## src/hw/rtl/text_console_writer_unit_macros.svh

```systemverilog
// assertion macros for the text console writer
// used by the top level only, expects clk and arst_n in scope
`ifndef TEXT_CONSOLE_WRITER_UNIT_MACROS_SVH
`define TEXT_CONSOLE_WRITER_UNIT_MACROS_SVH

// same-cycle implication, disabled in reset
`define TCW_ASSERT_SAME(lbl, ante, cons, msg) \
	lbl: assert property (@(posedge clk) disable iff (!arst_n) (ante) |-> (cons)) else $error(msg);

// next-cycle implication, disabled in reset
`define TCW_ASSERT_NEXT(lbl, ante, cons, msg) \
	lbl: assert property (@(posedge clk) disable iff (!arst_n) (ante) |=> (cons)) else $error(msg);

`endif

```

## src/hw/rtl/tcw_pkg.sv

```systemverilog
// shared types, constants and helpers for the text console writer
// no dependencies
package tcw_pkg;

	localparam int MAX_COLUMNS = 128;
	localparam int MAX_ROWS    = 32;
	localparam int CELL_COUNT  = MAX_COLUMNS * MAX_ROWS;
	localparam int ADDR_W      = $clog2(CELL_COUNT);
	localparam int CNT_W       = ADDR_W + 1;
	localparam int COL_W       = $clog2(MAX_COLUMNS);
	localparam int ROW_W       = $clog2(MAX_ROWS);
	localparam int DIV_BIT_W   = $clog2(COL_W);
	localparam int PADDR_W     = 4;

	localparam logic [7:0] COLS_MAX = 8'(MAX_COLUMNS);
	localparam logic [5:0] ROWS_MAX = 6'(MAX_ROWS);

	localparam logic [7:0] COLUMNS_RST = 8'd80;
	localparam logic [5:0] ROWS_RST    = 6'd25;
	localparam logic [7:0] ATTR_RST    = 8'h1F;
	localparam logic [7:0] TAB_RST     = 8'd8;

	localparam logic [7:0] CH_BS  = 8'd8;
	localparam logic [7:0] CH_TAB = 8'd9;
	localparam logic [7:0] CH_LF  = 8'd10;
	localparam logic [7:0] CH_CR  = 8'd13;

	localparam logic [1:0] REG_COLUMNS = 2'd0;
	localparam logic [1:0] REG_ROWS    = 2'd1;
	localparam logic [1:0] REG_ATTR    = 2'd2;
	localparam logic [1:0] REG_TAB     = 2'd3;

	typedef enum logic [1:0] {
		ACT_PUT   = 2'd0,
		ACT_CLEAR = 2'd1,
		ACT_MOVE  = 2'd2,
		ACT_READ  = 2'd3
	} action_t;

	typedef enum logic [1:0] {
		MUL_CURSOR,
		MUL_TARGET,
		MUL_AREA
	} mul_sel_t;

	typedef enum logic [3:0] {
		ST_IDLE,
		ST_DECODE,
		ST_BS_DEC,
		ST_CELL,
		ST_DIV,
		ST_TAB_ADD,
		ST_WRAP,
		ST_AREA,
		ST_SWEEP_PREP,
		ST_SWEEP,
		ST_RD_ISSUE,
		ST_OFFSET,
		ST_FINISH
	} state_t;

	typedef struct packed {
		action_t    action;
		logic [7:0] char_code;
		logic [6:0] target_col;
		logic [4:0] target_row;
	} tcw_req_t;

	typedef struct packed {
		logic [11:0] cursor_offset;
		logic [6:0]  cursor_col;
		logic [4:0]  cursor_row;
		logic [7:0]  read_char;
		logic [7:0]  read_attr;
		logic        scrolled;
	} tcw_rsp_t;

	typedef struct packed {
		logic     start;
		logic     mul_en;
		mul_sel_t mul_sel;
		logic     div_init;
		logic     div_step;
		logic     tab_add;
		logic     bs_dec;
		logic     cell_write;
		logic     new_line;
		logic     move;
		logic     sweep_prep;
		logic     sweep_step;
		logic     read_issue;
		logic     out_load;
	} tcw_cmd_t;

	typedef struct packed {
		action_t act;
		logic    is_newline;
		logic    is_tab;
		logic    is_bs;
		logic    x_zero;
		logic    need_nl;
		logic    nl_scroll;
		logic    div_last;
		logic    sweep_done;
	} tcw_stat_t;

	function automatic logic [7:0] eff_cols(input logic [7:0] c);
		if (c == 8'd0) begin
			return 8'd1;
		end
		return (c > COLS_MAX) ? COLS_MAX : c;
	endfunction

	function automatic logic [5:0] eff_rows(input logic [5:0] r);
		if (r == 6'd0) begin
			return 6'd1;
		end
		return (r > ROWS_MAX) ? ROWS_MAX : r;
	endfunction

	function automatic logic [7:0] eff_tab(input logic [7:0] t, input logic [7:0] cols);
		logic [7:0] v;
		v = (t == 8'd0) ? 8'd1 : t;
		return (v > cols) ? cols : v;
	endfunction

endpackage

```

## src/hw/rtl/tcw_ctrl.sv

```systemverilog
// sequencer for the text console writer: one item at a time
// depends on tcw_pkg, drives tcw_datapath
module tcw_ctrl (
	input  logic               clk,
	input  logic               arst_n,
	input  logic               req_valid,
	output logic               req_ready,
	output logic               rsp_valid,
	input  logic               rsp_ready,
	input  tcw_pkg::tcw_stat_t stat,
	output tcw_pkg::tcw_cmd_t  cmd
);
	import tcw_pkg::*;

	state_t state_q;
	state_t state_d;
	logic   out_valid_q;
	logic   load;

	assign load      = (state_q == ST_FINISH) && (!out_valid_q || rsp_ready);
	assign req_ready = (state_q == ST_IDLE);
	assign rsp_valid = out_valid_q;

	always_ff @(posedge clk or negedge arst_n) begin
		if (!arst_n) begin
			state_q     <= ST_IDLE;
			out_valid_q <= 1'b0;
		end else begin
			state_q <= state_d;
			if (load) begin
				out_valid_q <= 1'b1;
			end else if (rsp_ready) begin
				out_valid_q <= 1'b0;
			end
		end
	end

	always_comb begin
		state_d = state_q;
		unique case (state_q)
			ST_IDLE: begin
				if (req_valid) state_d = ST_DECODE;
			end
			ST_DECODE: begin
				unique case (stat.act)
					ACT_PUT: begin
						if (stat.is_newline) begin
							state_d = ST_WRAP;
						end else if (stat.is_tab) begin
							state_d = ST_DIV;
						end else if (stat.is_bs) begin
							state_d = stat.x_zero ? ST_WRAP : ST_BS_DEC;
						end else begin
							state_d = ST_CELL;
						end
					end
					ACT_CLEAR: state_d = ST_SWEEP_PREP;
					ACT_MOVE:  state_d = ST_OFFSET;
					ACT_READ:  state_d = ST_RD_ISSUE;
					default:   state_d = ST_OFFSET;
				endcase
			end
			ST_BS_DEC:  state_d = ST_CELL;
			ST_CELL:    state_d = ST_WRAP;
			ST_DIV: begin
				if (stat.div_last) state_d = ST_TAB_ADD;
			end
			ST_TAB_ADD: state_d = ST_WRAP;
			ST_WRAP: begin
				state_d = (stat.need_nl && stat.nl_scroll) ? ST_AREA : ST_OFFSET;
			end
			ST_AREA:       state_d = ST_SWEEP_PREP;
			ST_SWEEP_PREP: state_d = ST_SWEEP;
			ST_SWEEP: begin
				if (stat.sweep_done) state_d = ST_OFFSET;
			end
			ST_RD_ISSUE: state_d = ST_OFFSET;
			ST_OFFSET:   state_d = ST_FINISH;
			ST_FINISH: begin
				if (load) state_d = ST_IDLE;
			end
			default: state_d = ST_IDLE;
		endcase
	end

	always_comb begin
		cmd         = '0;
		cmd.mul_sel = MUL_CURSOR;
		unique case (state_q)
			ST_IDLE: cmd.start = req_valid;
			ST_DECODE: begin
				cmd.mul_en = 1'b1;
				unique case (stat.act)
					ACT_READ:  cmd.mul_sel = MUL_TARGET;
					ACT_CLEAR: cmd.mul_sel = MUL_AREA;
					default:   cmd.mul_sel = MUL_CURSOR;
				endcase
				cmd.div_init = (stat.act == ACT_PUT) && stat.is_tab;
				cmd.move     = (stat.act == ACT_MOVE);
			end
			ST_BS_DEC: begin
				cmd.bs_dec = 1'b1;
				cmd.mul_en = 1'b1;
			end
			ST_CELL:       cmd.cell_write = 1'b1;
			ST_DIV:        cmd.div_step = 1'b1;
			ST_TAB_ADD:    cmd.tab_add = 1'b1;
			ST_WRAP:       cmd.new_line = stat.need_nl;
			ST_AREA: begin
				cmd.mul_en  = 1'b1;
				cmd.mul_sel = MUL_AREA;
			end
			ST_SWEEP_PREP: cmd.sweep_prep = 1'b1;
			ST_SWEEP:      cmd.sweep_step = 1'b1;
			ST_RD_ISSUE:   cmd.read_issue = 1'b1;
			ST_OFFSET:     cmd.mul_en = 1'b1;
			ST_FINISH:     cmd.out_load = load;
			default:       cmd.start = 1'b0;
		endcase
	end

endmodule

```

## config.mk

```make
export PLATFORM = sky130hd
export DESIGN_NAME = tcw_ctrl
export DESIGN_NICKNAME = d
export VERILOG_FILES = /design/src/hw/rtl/text_console_writer_unit_macros.svh /design/src/hw/rtl/tcw_pkg.sv /design/src/hw/rtl/tcw_ctrl.sv
export SDC_FILE = /design/constraint.sdc
export NUM_CORES = 1
export LEC_CHECK = 0
export BUFFER_PORTS_ARGS = -buffer_cell sky130_fd_sc_hd__buf_2
export CORE_UTILIZATION = 39
export DETAILED_ROUTE_END_ITERATION = 12
export GPL_ROUTABILITY_DRIVEN = 0
export PLACE_DENSITY = 0.7
export RECOVER_POWER = 25
export REMOVE_ABC_BUFFERS = 1
export SLEW_MARGIN = 10
export SYNTH_ARGS = -nofsm -noshare
export SYNTH_HDL_FRONTEND = slang
export SYNTH_SLANG_ARGS = --single-unit
```

## constraint.sdc

```tcl
create_clock -name clk -period 1.4 [get_ports clk]
set_clock_uncertainty 0.05 [all_clocks]
set_input_delay 0.28 -clock clk [delete_from_list [all_inputs] [get_ports clk]]
set_output_delay 0.28 -clock clk [all_outputs]
set_load 0.03 [all_outputs]
```

# [Word level (Yosys, flattened, before mapping)]
# Cells that the tools add are included.
# W data, S select, Z words.
[classes] n_addsub=0 n_mul=0 n_div=0 magnitude_cmp=0 n_eq_ne=19 shifts=0 muxes=28 bitwise_logic=0 reduce_logical=11
[ops] cell="$pmux W4 S12" n=1
[ops] cell="$eq A4 B4 Y1 const B" n=5
[ops] cell="$mux W4" n=5
[ops] cell="$eq A4 B3 Y1 const B" n=4
[ops] cell="$pmux W4 S4" n=1
[ops] cell="$mux W1" n=15
[ops] cell="$mux W3" n=4
[ops] cell="$eq A4 B2 Y1 const B" n=2
[ops] cell="$ne A2 B2 Y1 const B" n=4
[ops] cell="$pmux W2 S2" n=2
[ops] cell="$eq A2 B2 Y1 const B" n=2
[ops] cell="$eq A4 B1 Y1 const B" n=1
[ops] cell="$logic_not A4 Y1" n=1
[ops] cell="$reduce_and A4 Y1" n=1
[ops] cell="$reduce_or A4 Y1" n=1
[ops] cell="$logic_and A1 B1 Y1" n=3
[ops] cell="$eq A2 B1 Y1 const B" n=1
[ops] cell="$logic_not A2 Y1" n=1
[ops] cell="$reduce_bool A2 Y1" n=1
[ops] cell="$reduce_or A2 Y1" n=1
[ops] cell="$logic_not A1 Y1" n=1
[ops] cell="$logic_or A1 B1 Y1" n=1
[word_totals] regBits=5 latch_bits=0 mem_bits_rw=0 romBits=0 inputBits=14 output_inout_bits=17 elab_cells=60 memories=0

# [Depth between registers and ports, before layout]
# Gate-level depths: netlist of run 1.
[logic_depth] word_depth=6 mapped_depth=6 mapped_depth_nobuf=4

# [Least setup slack after synthesis of run 1]
# Ideal clock, no wire load.
[synth_path] path_kind="reg2out" from="register state_q[3]" to="output cmd[14] in the netlist's numbering" arrival_time_ps=2085 required_ps=1070 setup_slack_ps=-1015 stages_incl_launch_ff=5 path_buffers=2 path_cell_list="dfrtp_1 -> buf_6 -> buf_6 -> nor4_1 -> and2_1"
[synth_lines] element="start, declared" line_no="tcw_ctrl.sv:15" source="state_t state_q;"
[synth_lines] element="start signal, assigned" line_no="tcw_ctrl.sv:29" source="state_q <= state_d;"
[synth_lines] element="end, declared" line_no="tcw_ctrl.sv:11" source="output tcw_pkg::tcw_cmd_t cmd"

==> results of run 1 <==
## worst max-delay path: stages (launching register included)
cell and delay, ns:
dfrtp_2 0.47, buf_4 0.17, buf_4 0.15, a21oi_2 0.11
a21oi_1 0.06, o22ai_1 0.16, buf_4 0.20
## how the worst max path moves through the flow
stage	start	end	slack, ns	depth (start not counted)
after floorplan	state_q[2]$_DFFE_PN0P_	cmd[14]	-1.0	2
after detailed placement	state_q[1]$_DFFE_PN0P_	cmd[12]	-0.30	4
after global routing	state_q[1]$_DFFE_PN0P_	cmd[12]	-0.56	4
final	state_q[2]$_DFFE_PN0P_	cmd[13]	-0.50	6
after global placement	state_q[1]$_DFFE_PN0P_	cmd[12]	-0.22	4
after CTS	state_q[2]$_DFFE_PN0P_	cmd[4]	-0.42	4
## cell usage after synthesis (all sizes together)
master,instances,area share (%)
a21oi,6,5.0
buf,8,12
and2b,1,1.2
a41o,1,1.7
mux2i,1,1.7
inv,3,1.9
o31ai,1,1.2
nand2,4,2.5
dfrtp,5,21
nor2b,1,1.0
nor2,7,4.8
and3,3,3.1
nand3b,1,1.2
nand2b,5,5.2
nor3,9,7.5
and3b,2,2.9
nor4b,2,5.4
or2,1,1.0
nand3,2,1.7
and2,3,3.1
o211ai,1,1.2
o22ai,1,1.0
o21ai,6,5.0
o32ai,1,1.5
o31a,1,1.5
nor4,1,1.0
nor3b,1,1.2
a211o,1,1.5
a22o,1,1.5
## registers in the layout, indices dropped and copies added (netlist names)
register	count
rsp_valid	1
state_q	4
## cell usage in the layout, fill, tap and decap left out, types with 2 or more instances in the layout
cell	n
clkbuf_4	3
clkbuf_1	2
buf_2	13
nand2_1	2
o21ai_2	2
nand2b_4	4
and3_1	2
buf_6	16
nor2_1	3
dfrtp_2	4
nor3_2	6
and2_4	2
a21oi_1	4
o21ai_1	2
nor2_4	3
nor3_1	2
inv_1	3
o21ai_0	2
buf_4	32
and3b_1	2
## cell families after synthesis
family,after synthesis,synth area share [%]
simple gates,43,43.0
flops,5,20.8
compound gates,20,21.0
mux,1,1.66
buf+inv,11,13.5
## through the flow
stage | std cells | power [W]
after global routing | 155 | 0.00331
after detailed placement | 134 | 0.00177
after floorplan | 72 | 0.00118
after global placement | 134 | 0.00174
after CTS | 149 | 0.00253
final | 155 | 0.00322
## area by class of cell
type | instances | area [um2] | share of cell area, %
Clock buffer | 4 | 26.3 | 2.07
Inverter | 3 | 11.3 | 0.888
Multi-Input combinational cell | 64 | 568 | 44.8
Sequential cell | 5 | 130 | 10.3
Tap cell | 15 | 18.8 | 1.48
Timing Repair Buffer | 64 | 514 | 40.5
## what timing repair did
| item | 4_1_cts | 5_1_grt |
|---|---|---|
| hold endpoints to repair | 5 | 0 |
| gates resized for setup | 47 | 30 |
| hold buffers | 1 | 0 |
| pin swaps | 6 | 9 |
| setup endpoints to repair | 20 | 20 |
| buffers inserted | 10 | 7 |
## power by group through the flow
stage	logic, W	registers [W]	clock network [W]
5_1_grt	0.00274	0.000379	0.000198
3_3_place_gp	0.00138	0.000363	0
2_1_floorplan	0.000743	0.000434	0
4_1_cts	0.00199	0.000351	0.000183
3_5_place_dp	0.00140	0.000362	0
6_report	0.00266	0.000377	0.000186
## layer usage
layer / part of all wire [%] / routed length [um] / GRT usage (%) / up-vias
met4: 8.2 / 265 / 16.9 / 0
met2: 50 / 1610 / 58.2 / 79
met1: 34 / 1090 / 35.9 / 436
met3: 8.1 / 263 / 3.26 / 31
met5: 0 / 0 / 0 / -
li1: - / - / - / 406
==> metrics.cfg, run 1 <==
[run_status]
status = complete, but fails checks
violations = setup timing

[synth]
synth-seq-cells = 5
synth_cell_type_count = 34
synth_area_per_cell_um2 = 7.52
syn-cell-area_um2 = 602
seq_area_frac_synth_pct = 20.8
ys.warnings.count = 0
syn-instance-count = 80

[critical_path]
start_kind = register
end_kind = output port
worstReg2RegEnd = state_q[1]$_DFFE_PN0P_
reg2reg_depth = 6
crit_arrival_ns = 1.57
worstSetupPathType = reg2out
cp_max_fo = 6
r2r-start = state_q[3]$_DFFE_PN0P_
regToRegSetupSlack_ns = -0.23
cp.required_ns = 1.07

[clocking]
htree_levels = 1
clk_transition_reported_paths_ns = 0.05
tritoncts = yes
insertion_delay_ns = 0.26
clockRootBuffer = clkbuf_4
clockBufferDepth = 2
cts_sinks = 5
cts_made_buffers = 3

[die]
start_util_pct = 44.0
die_x_um = 41.3
fp.dieArea_mm2 = 0.00170
fp.dieH_um = 41.3
io_pins = 31
row_count = 13
core_region_area_mm2 = 0.00137

[pwr]
power_density_mw_per_mm2 = 2540
p_leak_nw = 0.618
combPwrFrac_pct = 82.5
intPower_w = 0.00163
clkPwrFrac_pct = 5.8
vdd_ir_drop_max_mv = 1.69
p_seq_share_pct = 11.7
switching_share_pct = 49.4
p_switching_w = 0.00159

[timing]
tightest_slew_ns = 0.343
post-route-period-util_pct = 136
max-slew-margin-rel_pct = 76.9
min_period_ns = 1.90
fin_ws_ns = -0.500
slew_viol_final = 0
rsz0062_at_grt = true
holdWs_ns = 0.211
hold_viol_final = 0
finalSetupViolations = 20
fmax_mhz = 526
setup-tns-final_ns = -6.81

[layout]
syn_to_final_growth_pct = 111
drive_above_1_share_pct = 70.7
n_antenna_cell = 0
final_util_pct = 92.9
n_fill_cell = 48
fin_area_mm2 = 0.00127
fin_nets = 155

[drt]
post_drt_via_cell_ratio = 6.14
firstDrtPassIters = 4
vias = 952
wire_per_inst_um = 20.9
drc = 0
drt-total-wl_mm = 3.24
drt_iter0_drc = 54
drtAntennaViolNets = 0

[grt]
grt_pass1_vias = 760
grt_max_degree = 11
antenna_found_initial = 0
grt_pass1_wl_mm = 3.43
grt_overflow = 0
grt_util_all_layers_pct = 32.0

[place]
place_area_um2 = 828
detailedPlace.worstSlack_ns = -0.296
dp_hpwl_mm = 1.29
port_buffers = 30

[hold_path]
holdPathEnd = state_q[0]$_DFFE_PN0P_
hp-start = stat[0]
hold_path_class = in2reg
min_path_cells = 2

[job]
drv_cap = 0

Power figures use the tool's default switching activity.
==> inputs of run 2 (changes only) <==
Settings changed: REMOVE_ABC_BUFFERS 1 to unset.
==> run 2 against run 1 <==
  * The run still ends with setup timing left
  * Register-to-register slack got worse by 0.16 ns
  * Cell count rose by 1.3%
  * Cell area rose by 3.6%
  * Sequential share of layout area fell by 0.35 points
  * Wire length rose by 22%
  * Critical path depth fell by 2
  * First-iteration DRC count rose by 89%
  * Clock power rose by 15%
  * Fmax fell by 1.8%
  * Core utilization rose by 3.3 points
  * Clock-buffer cell count did not move
  * Global-route usage rose by 9.3 points
==> metrics.cfg, run 2 (synthesis results as in run 1) <==
[run_status]
status = complete, but fails checks  ; unchanged
violations = setup timing  ; unchanged

[clocking]
clockBufferDepth = 2  ; unchanged
cts_sinks = 5  ; unchanged
clk_transition_reported_paths_ns = 0.07  ; was 0.05 ns
tritoncts = yes  ; unchanged
insertion_delay_ns = 0.28  ; was 0.26 ns
htree_levels = 1  ; unchanged
clockRootBuffer = clkbuf_4  ; unchanged
cts_made_buffers = 3  ; unchanged

[die]
die_x_um = 41.3  ; unchanged
core_region_area_mm2 = 0.00137  ; unchanged
start_util_pct = 44.0  ; unchanged
io_pins = 31  ; unchanged
fp.dieH_um = 41.3  ; unchanged
fp.dieArea_mm2 = 0.00170  ; unchanged
row_count = 13  ; unchanged

[critical_path]
worstSetupPathType = reg2out  ; unchanged
start_kind = register  ; unchanged
cp.required_ns = 1.07  ; about the same
r2r-start = state_q[1]$_DFFE_PN0P_  ; was state_q[3]$_DFFE_PN0P_
reg2reg_depth = 6  ; unchanged
path_depth = 4  ; was 6
cpPeakStageDelay_ns = 0.48  ; was 0.47 ns
critical_path_buf_inv_count = 1  ; was 3
end_kind = output port  ; unchanged
cp_max_fo = 4  ; was 6
regToRegSetupSlack_ns = -0.39  ; was -0.23 ns
crit_arrival_ns = 1.60  ; was 1.57 ns
worstReg2RegEnd = state_q[1]$_DFFE_PN0P_  ; unchanged
critPathLaunch = state_q[2]$_DFFE_PN0P_  ; unchanged
critical_path.top_delay_family = simple AND/OR/NAND/NOR gates  ; was buffers and inverters
cp_cell_sequence = nor4b_4 -> and2b_1 -> and2_4 -> buf_6  ; was buf_4 -> buf_4 -> a21oi_2 -> a21oi_1 -> o22ai_1 -> buf_4
critPathCapture = cmd[4]  ; was cmd[13]
critPathSlowestCell = dfrtp_2  ; unchanged

[timing]
tightest_slew_ns = 0.387  ; was 0.343 ns
fmax_mhz = 517  ; was 526 MHz
fin_ws_ns = -0.534  ; was -0.500 ns
rsz0062_at_grt = true  ; unchanged
finalSetupViolations = 21  ; was 20
min_period_ns = 1.93  ; was 1.90 ns
slew_viol_final = 0  ; unchanged
max-slew-margin-rel_pct = 74.0  ; was 76.9%
post-route-period-util_pct = 138  ; was 136%
hold_viol_final = 0  ; unchanged
setup-tns-final_ns = -8.14  ; was -6.81 ns

[job]
drv_cap = 0  ; unchanged

[drt]
drc = 0  ; unchanged
wire_per_inst_um = 25.1  ; was 20.9 um
post_drt_via_cell_ratio = 7.04  ; was 6.14
drtAntennaViolNets = 0  ; unchanged
firstDrtPassIters = 5  ; was 4
drt-total-wl_mm = 3.94  ; was 3.24 mm
vias = 1105  ; was 952
drt_iter0_drc = 102  ; was 54

[layout]
fin_nets = 157  ; was 155
n_antenna_cell = 0  ; unchanged
largest_register_ffs = 4  ; unchanged
layout_commonest_cell = buf_4  ; unchanged
syn_to_final_growth_pct = 118  ; was 111%
drive_above_1_share_pct = 72.5  ; was 70.7%
final_cell_mix = buf_4, buf_6, buf_2  ; unchanged
regMostFlops = state_q  ; unchanged

[grt]
antenna_found_initial = 0  ; unchanged
grt_pass1_wl_mm = 4.44  ; was 3.43 mm
grt_pass1_vias = 943  ; was 760
grt_overflow = 0  ; unchanged
grt_util_all_layers_pct = 41.3  ; was 32.0%
grt_max_degree = 8  ; was 11

[hold_path]
hold_path_class = in2reg  ; unchanged

[place]
port_buffers = 30  ; unchanged
dp_hpwl_mm = 1.41  ; was 1.29 mm
detailedPlace.worstSlack_ns = -0.203  ; was -0.296 ns

[pwr]
finalPower_w = 0.00331  ; was 0.00322 W
p_leak_nw = 0.623  ; was 0.618 nW
power_density_mw_per_mm2 = 2520  ; was 2540 mW/mm2
vdd_ir_drop_max_mv = 1.92  ; was 1.69 mV

[synth]
syn_nets = 94

run 2: changes by cell type in the layout (fill, tap and decap cells not counted), moves of 2 or more:
cell,before,now
nor3_2,6,1
nor3_4,1,4
a21oi_1,4,0
nand2b_1,1,3
buf_6,16,19
a21oi_2,1,6
nor3_1,2,4
nand2b_4,4,2
run 2: power by group:
| group | leakage, nW | internal, W | switching (W) |
|---|---|---|---|
| Combinational | 0.551 | 0.00124 | 0.00150 |
| Sequential | 0.0576 | 0.000223 | 0.000142 |
| Clock | 0.0150 | 0.000110 | 0.000103 |
| Total | 0.623 | 0.00157 | 0.00174 |
run 2: area by class of cell:
type | instances | area [um2]
fill | 30 | 52.6
multi-input combinational | 64 | 587
inverter | 3 | 11.3
clock buffer | 4 | 26.3
tap | 15 | 18.8
sequential | 5 | 130
timing repair buffer | 66 | 541
run 2: routing by layer:
layer / track usage (%) / share of wire [%]
met3: 17.4 / 13
met5: 0 / 0
met2: 66.4 / 46
met4: 25.0 / 9.5
met1: 44.6 / 32
run 2: worst min path at each step:
stage | startpoint | endpoint | slack (ns) | depth (start not counted)
after CTS | stat[0] | state_q[0]$_DFFE_PN0P_ | 0.20 | 2
after global placement | arst_n | state_q[0]$_DFFE_PN0P_ | 0.04 | 1
after floorplan | arst_n | rsp_valid$_DFFE_PN0P_ | -0.07 | 0
after detailed placement | arst_n | rsp_valid$_DFFE_PN0P_ | 0.05 | 1
final | stat[0] | state_q[0]$_DFFE_PN0P_ | 0.20 | 2
after global routing | stat[0] | state_q[0]$_DFFE_PN0P_ | 0.21 | 2
run 2: what timing repair did:
| action | in CTS | in global routing |
|---|---|---|
| gates resized for setup | 56 | 12 |
| setup endpoints to repair | 20 | 21 |
| pin swaps | 7 | 7 |
| hold buffers | 1 | 0 |
| hold endpoints to repair | 5 | 0 |
| setup buffers | 11 | 2 |
| cloned | 0 | 0 |
run 2: per-stage QoR:
stage                     util, %  cells  area, um2  hold WS (ns)
after floorplan                 -     80        696       -0.0656
after global placement       70.1    140        957        0.0446
after detailed placement     70.1    140        957        0.0452
after CTS                    91.6    155       1250         0.198
after global routing         96.2    157       1310         0.207
final                        96.2    157       1310         0.196
==> inputs of run 3 (changes only) <==
Settings changed: SKIP_LAST_GASP set to 1.
==> run 3 against run 2 <==
  * The run now fails in global routing (5_1_grt)
  * Synthesized cell count did not move
  * Area after synthesis did not move
==> metrics.cfg, run 3 <==
[synth]
synth-async-reset-ratio_pct = 100  ; unchanged
syn-cell-area_um2 = 602  ; unchanged
syn-instance-count = 80  ; unchanged
synth_common_cells = nor3_1, a21oi_1, nor2_1  ; unchanged
synth_area_per_cell_um2 = 7.52  ; unchanged
syn_nets = 94  ; unchanged
synth_cell_type_count = 34  ; unchanged
yosysTopAreaCell = dfrtp_1  ; unchanged
seq_area_frac_synth_pct = 20.8  ; unchanged
synth-edff-count = 0  ; unchanged
synth-seq-cells = 5  ; unchanged
synth_ff_type = dfrtp_1  ; unchanged
synth.area.top_cells = dfrtp_1, nor3_1, buf_6  ; unchanged
post-synth-top-count-cell = nor3_1  ; unchanged
ys.warnings.count = 0  ; unchanged
synth_top_area_share_pct = 20.8  ; unchanged

[die]
io_pins = 31  ; unchanged
die_x_um = 41.3  ; unchanged
start_util_pct = 44.0  ; unchanged
row_count = 13  ; unchanged
fp.dieH_um = 41.3  ; unchanged

[grt]
grt_util_all_layers_pct = 60.4
grt_max_degree = 8
grt_overflow = 4

[timing]
worstEndpointType = top-level output
grt_worst_setup_endpoint = cmd[4]

[place]
port_buffers = 30  ; unchanged
detailedPlace.worstSlack_ns = -0.203  ; unchanged
dp_hpwl_mm = 1.41  ; unchanged

[clocking]
cts_made_buffers = 3  ; unchanged
cts_sinks = 5  ; unchanged
htree_levels = 1  ; unchanged
clockBufferDepth = 2  ; unchanged
clockRootBuffer = clkbuf_4  ; unchanged

[run_status]
status = stopped before the end  ; was complete, but fails checks
failing_step = global routing (5_1_grt)
error_line = [ERROR GRT-0232] Routing congestion too high. Check the congestion heatmap in the GUI.

run 3: cell counts after synthesis:
Identical to the previous run, type by type.
run 3: repair_timing:
item | 4_1_cts
buffers inserted | 11
gates resized for setup | 46
hold buffers | 1
setup endpoints to repair | 20
pin swaps | 7
endpoints found under the hold margin | 5
run 3: logic make-up after synthesis:
group / after synthesis / share of synthesized area, %
AO/OA/AOI/OAI: 20 / 21.0
buffers and inverters: 11 / 13.5
flip-flops: 5 / 20.8
multiplexers: 1 / 1.66
AND/OR/NAND/NOR: 43 / 43.0
run 3: per-layer routing:
layer | track usage [%] | overflow
met1 | 57.8 | 0
met2 | 80.9 | 2
met3 | 39.7 | 0
met4 | 66.1 | 2
met5 | 4.17 | 0
run 3: stage by stage:
stage / setup TNS (ns) / instance area, um2 / cells
CTS: -5.57 / 1210 / 155
detailed placement: -1.80 / 957 / 140
floorplan: -1.70 / 696 / 80
global placement: -1.55 / 957 / 140
==> inputs of run 4 (changes only) <==
Settings changed: CORE_AREA set to 2 2 63 65, CORE_UTILIZATION 39 to unset, DIE_AREA set to 0 0 65 67, PLACE_DENSITY 0.7 to unset, PLACE_DENSITY_LB_ADDON set to 0.15.
Clock period 1.4 ns to 1.8 ns, I/O delays scaled along.
==> run 4 against run 3 <==
  * The flow now finishes, with violations (setup timing)
==> metrics.cfg, run 4 (synthesis results as in run 1) <==
[timing]
rsz0062_at_grt = true
fin_ws_ns = -0.0740
slew_viol_final = 0
fmax_mhz = 534
tightest_slew_ns = 0.297
max-slew-margin-rel_pct = 80.2
finalSetupViolations = 6
hold_viol_final = 0
setup-tns-final_ns = -0.225
min_period_ns = 1.87
post-route-period-util_pct = 104

[die]
start_util_pct = 16.7  ; was 44.0%
core_region_area_mm2 = 0.00361
row_count = 22  ; was 13
io_pins = 31  ; unchanged
die_x_um = 65  ; was 41.3 um
fp.dieArea_mm2 = 0.00436
fp.dieH_um = 67  ; was 41.3 um

[layout]
final_util_pct = 30.9
n_antenna_cell = 0
fin_nets = 144
layout_commonest_cell = buf_4
drive_above_1_share_pct = 55.8
largest_register_ffs = 4
finalNonFillerCells = 177
fin_area_mm2 = 0.00111
final_cell_mix = buf_4, buf_2, buf_6
syn_to_final_growth_pct = 85.2
regMostFlops = state_q

[critical_path]
worstSetupPathType = reg2out
start_kind = register
cpPeakStageDelay_ns = 0.38
critical_path_buf_inv_count = 2
cp.required_ns = 1.39
cp_max_fo = 13
critPathCapture = cmd[4]
crit_arrival_ns = 1.46
critical_path.top_delay_family = simple AND/OR/NAND/NOR gates
critPathSlowestCell = dfrtp_1
r2r-start = state_q[0]$_DFFE_PN0P_
reg2reg_depth = 5
worstReg2RegEnd = state_q[3]$_DFFE_PN0P_
critPathLaunch = state_q[1]$_DFFE_PN0P_
end_kind = output port
regToRegSetupSlack_ns = 0.21
cp_cell_sequence = buf_12 -> nor4b_4 -> and2b_1 -> and2_1 -> buf_6
path_depth = 5

[synth]
syn_nets = 94  ; unchanged

[drt]
firstDrtPassIters = 4
wl_met1_um = 894
drt_iter0_drc = 33
wire_per_inst_um = 11.8
wl_met3_um = 124
vias = 766
drc = 0
top_layer = met3
met2_length_mm = 1.07
drt-total-wl_mm = 2.09
drtAntennaViolNets = 0
post_drt_via_cell_ratio = 4.33

[run_status]
status = complete, but fails checks  ; was stopped before the end
violations = setup timing

[clocking]
clk_transition_reported_paths_ns = 0.03
clockBufferDepth = 2  ; unchanged
tritoncts = yes
cts_made_buffers = 3  ; unchanged
cts_sinks = 5  ; unchanged
htree_levels = 1  ; unchanged
insertion_delay_ns = 0.22
clockRootBuffer = clkbuf_8  ; was clkbuf_4

[grt]
grt_util_all_layers_pct = 10.4
grt_max_degree = 15
grt_overflow = 0
grt_pass1_vias = 766
grt_pass1_wl_mm = 3.52
antenna_found_initial = 0

[place]
port_buffers = 30  ; unchanged
place_area_um2 = 876  ; was 957 um2
place_inst = 161  ; was 140
dp_hpwl_mm = 1.61  ; was 1.41 mm

[pwr]
vdd_ir_drop_max_mv = 0.549
p_leak_nw = 0.545
power_density_mw_per_mm2 = 1760

[job]
drv_cap = 0

[hold_path]
hold_path_class = in2reg

## run 4: cell type report
cell class	instances	area (um2)
fillers	396	2490
multi-input cells	64	472
repair buffers	53	398
flip-flops and latches	5	129
well taps	48	60.1
clock buffers	4	45.0
inverters	3	11.3
## run 4: what timing repair did
action	in CTS	in global routing
hold buffers	1	0
setup endpoints to repair	12	15
resized for setup	17	18
hold endpoints to repair	5	0
setup buffers	8	4
pin swaps	1	3
## run 4: report_power, final
| part | internal [W] | leakage (nW) | switching, W |
|---|---|---|---|
| registers | 0.000172 | 0.0586 | 0.0000875 |
| logic | 0.000721 | 0.463 | 0.000767 |
| clock network | 0.000152 | 0.0228 | 0.0000571 |
## run 4: metrics by stage
| step | worst slack [ns] | hold WS (ns) | power [W] |
|---|---|---|---|
| floorplan | -0.0335 | 0.0144 | 0.00113 |
| global placement | 0.0614 | 0.134 | 0.00144 |
| detailed placement | 0.0460 | 0.136 | 0.00144 |
| CTS | -0.0926 | 0.306 | 0.00184 |
| global route | -0.176 | 0.321 | 0.00211 |
| finish | -0.0740 | 0.308 | 0.00196 |
## run 4: worst min path at each step
stage / startpoint / end / slack, ns / cells past startpoint
global route: stat[0] / state_q[0]$_DFFE_PN0P_ / 0.32 / 2
global placement: arst_n / state_q[3]$_DFFE_PN0P_ / 0.13 / 1
finish: stat[0] / state_q[0]$_DFFE_PN0P_ / 0.31 / 2
detailed placement: arst_n / state_q[3]$_DFFE_PN0P_ / 0.14 / 1
floorplan: arst_n / rsp_valid$_DFFE_PN0P_ / 0.01 / 0
CTS: stat[0] / state_q[0]$_DFFE_PN0P_ / 0.31 / 2
## run 4: layer usage
| layer | track usage [%] | vias up |
|---|---|---|
| li1 | - | 385 |
| met1 | 12.3 | 357 |
| met2 | 19.1 | 24 |
| met3 | 3.21 | 0 |
| met4 | 0.798 | 0 |
| met5 | 0 | - |
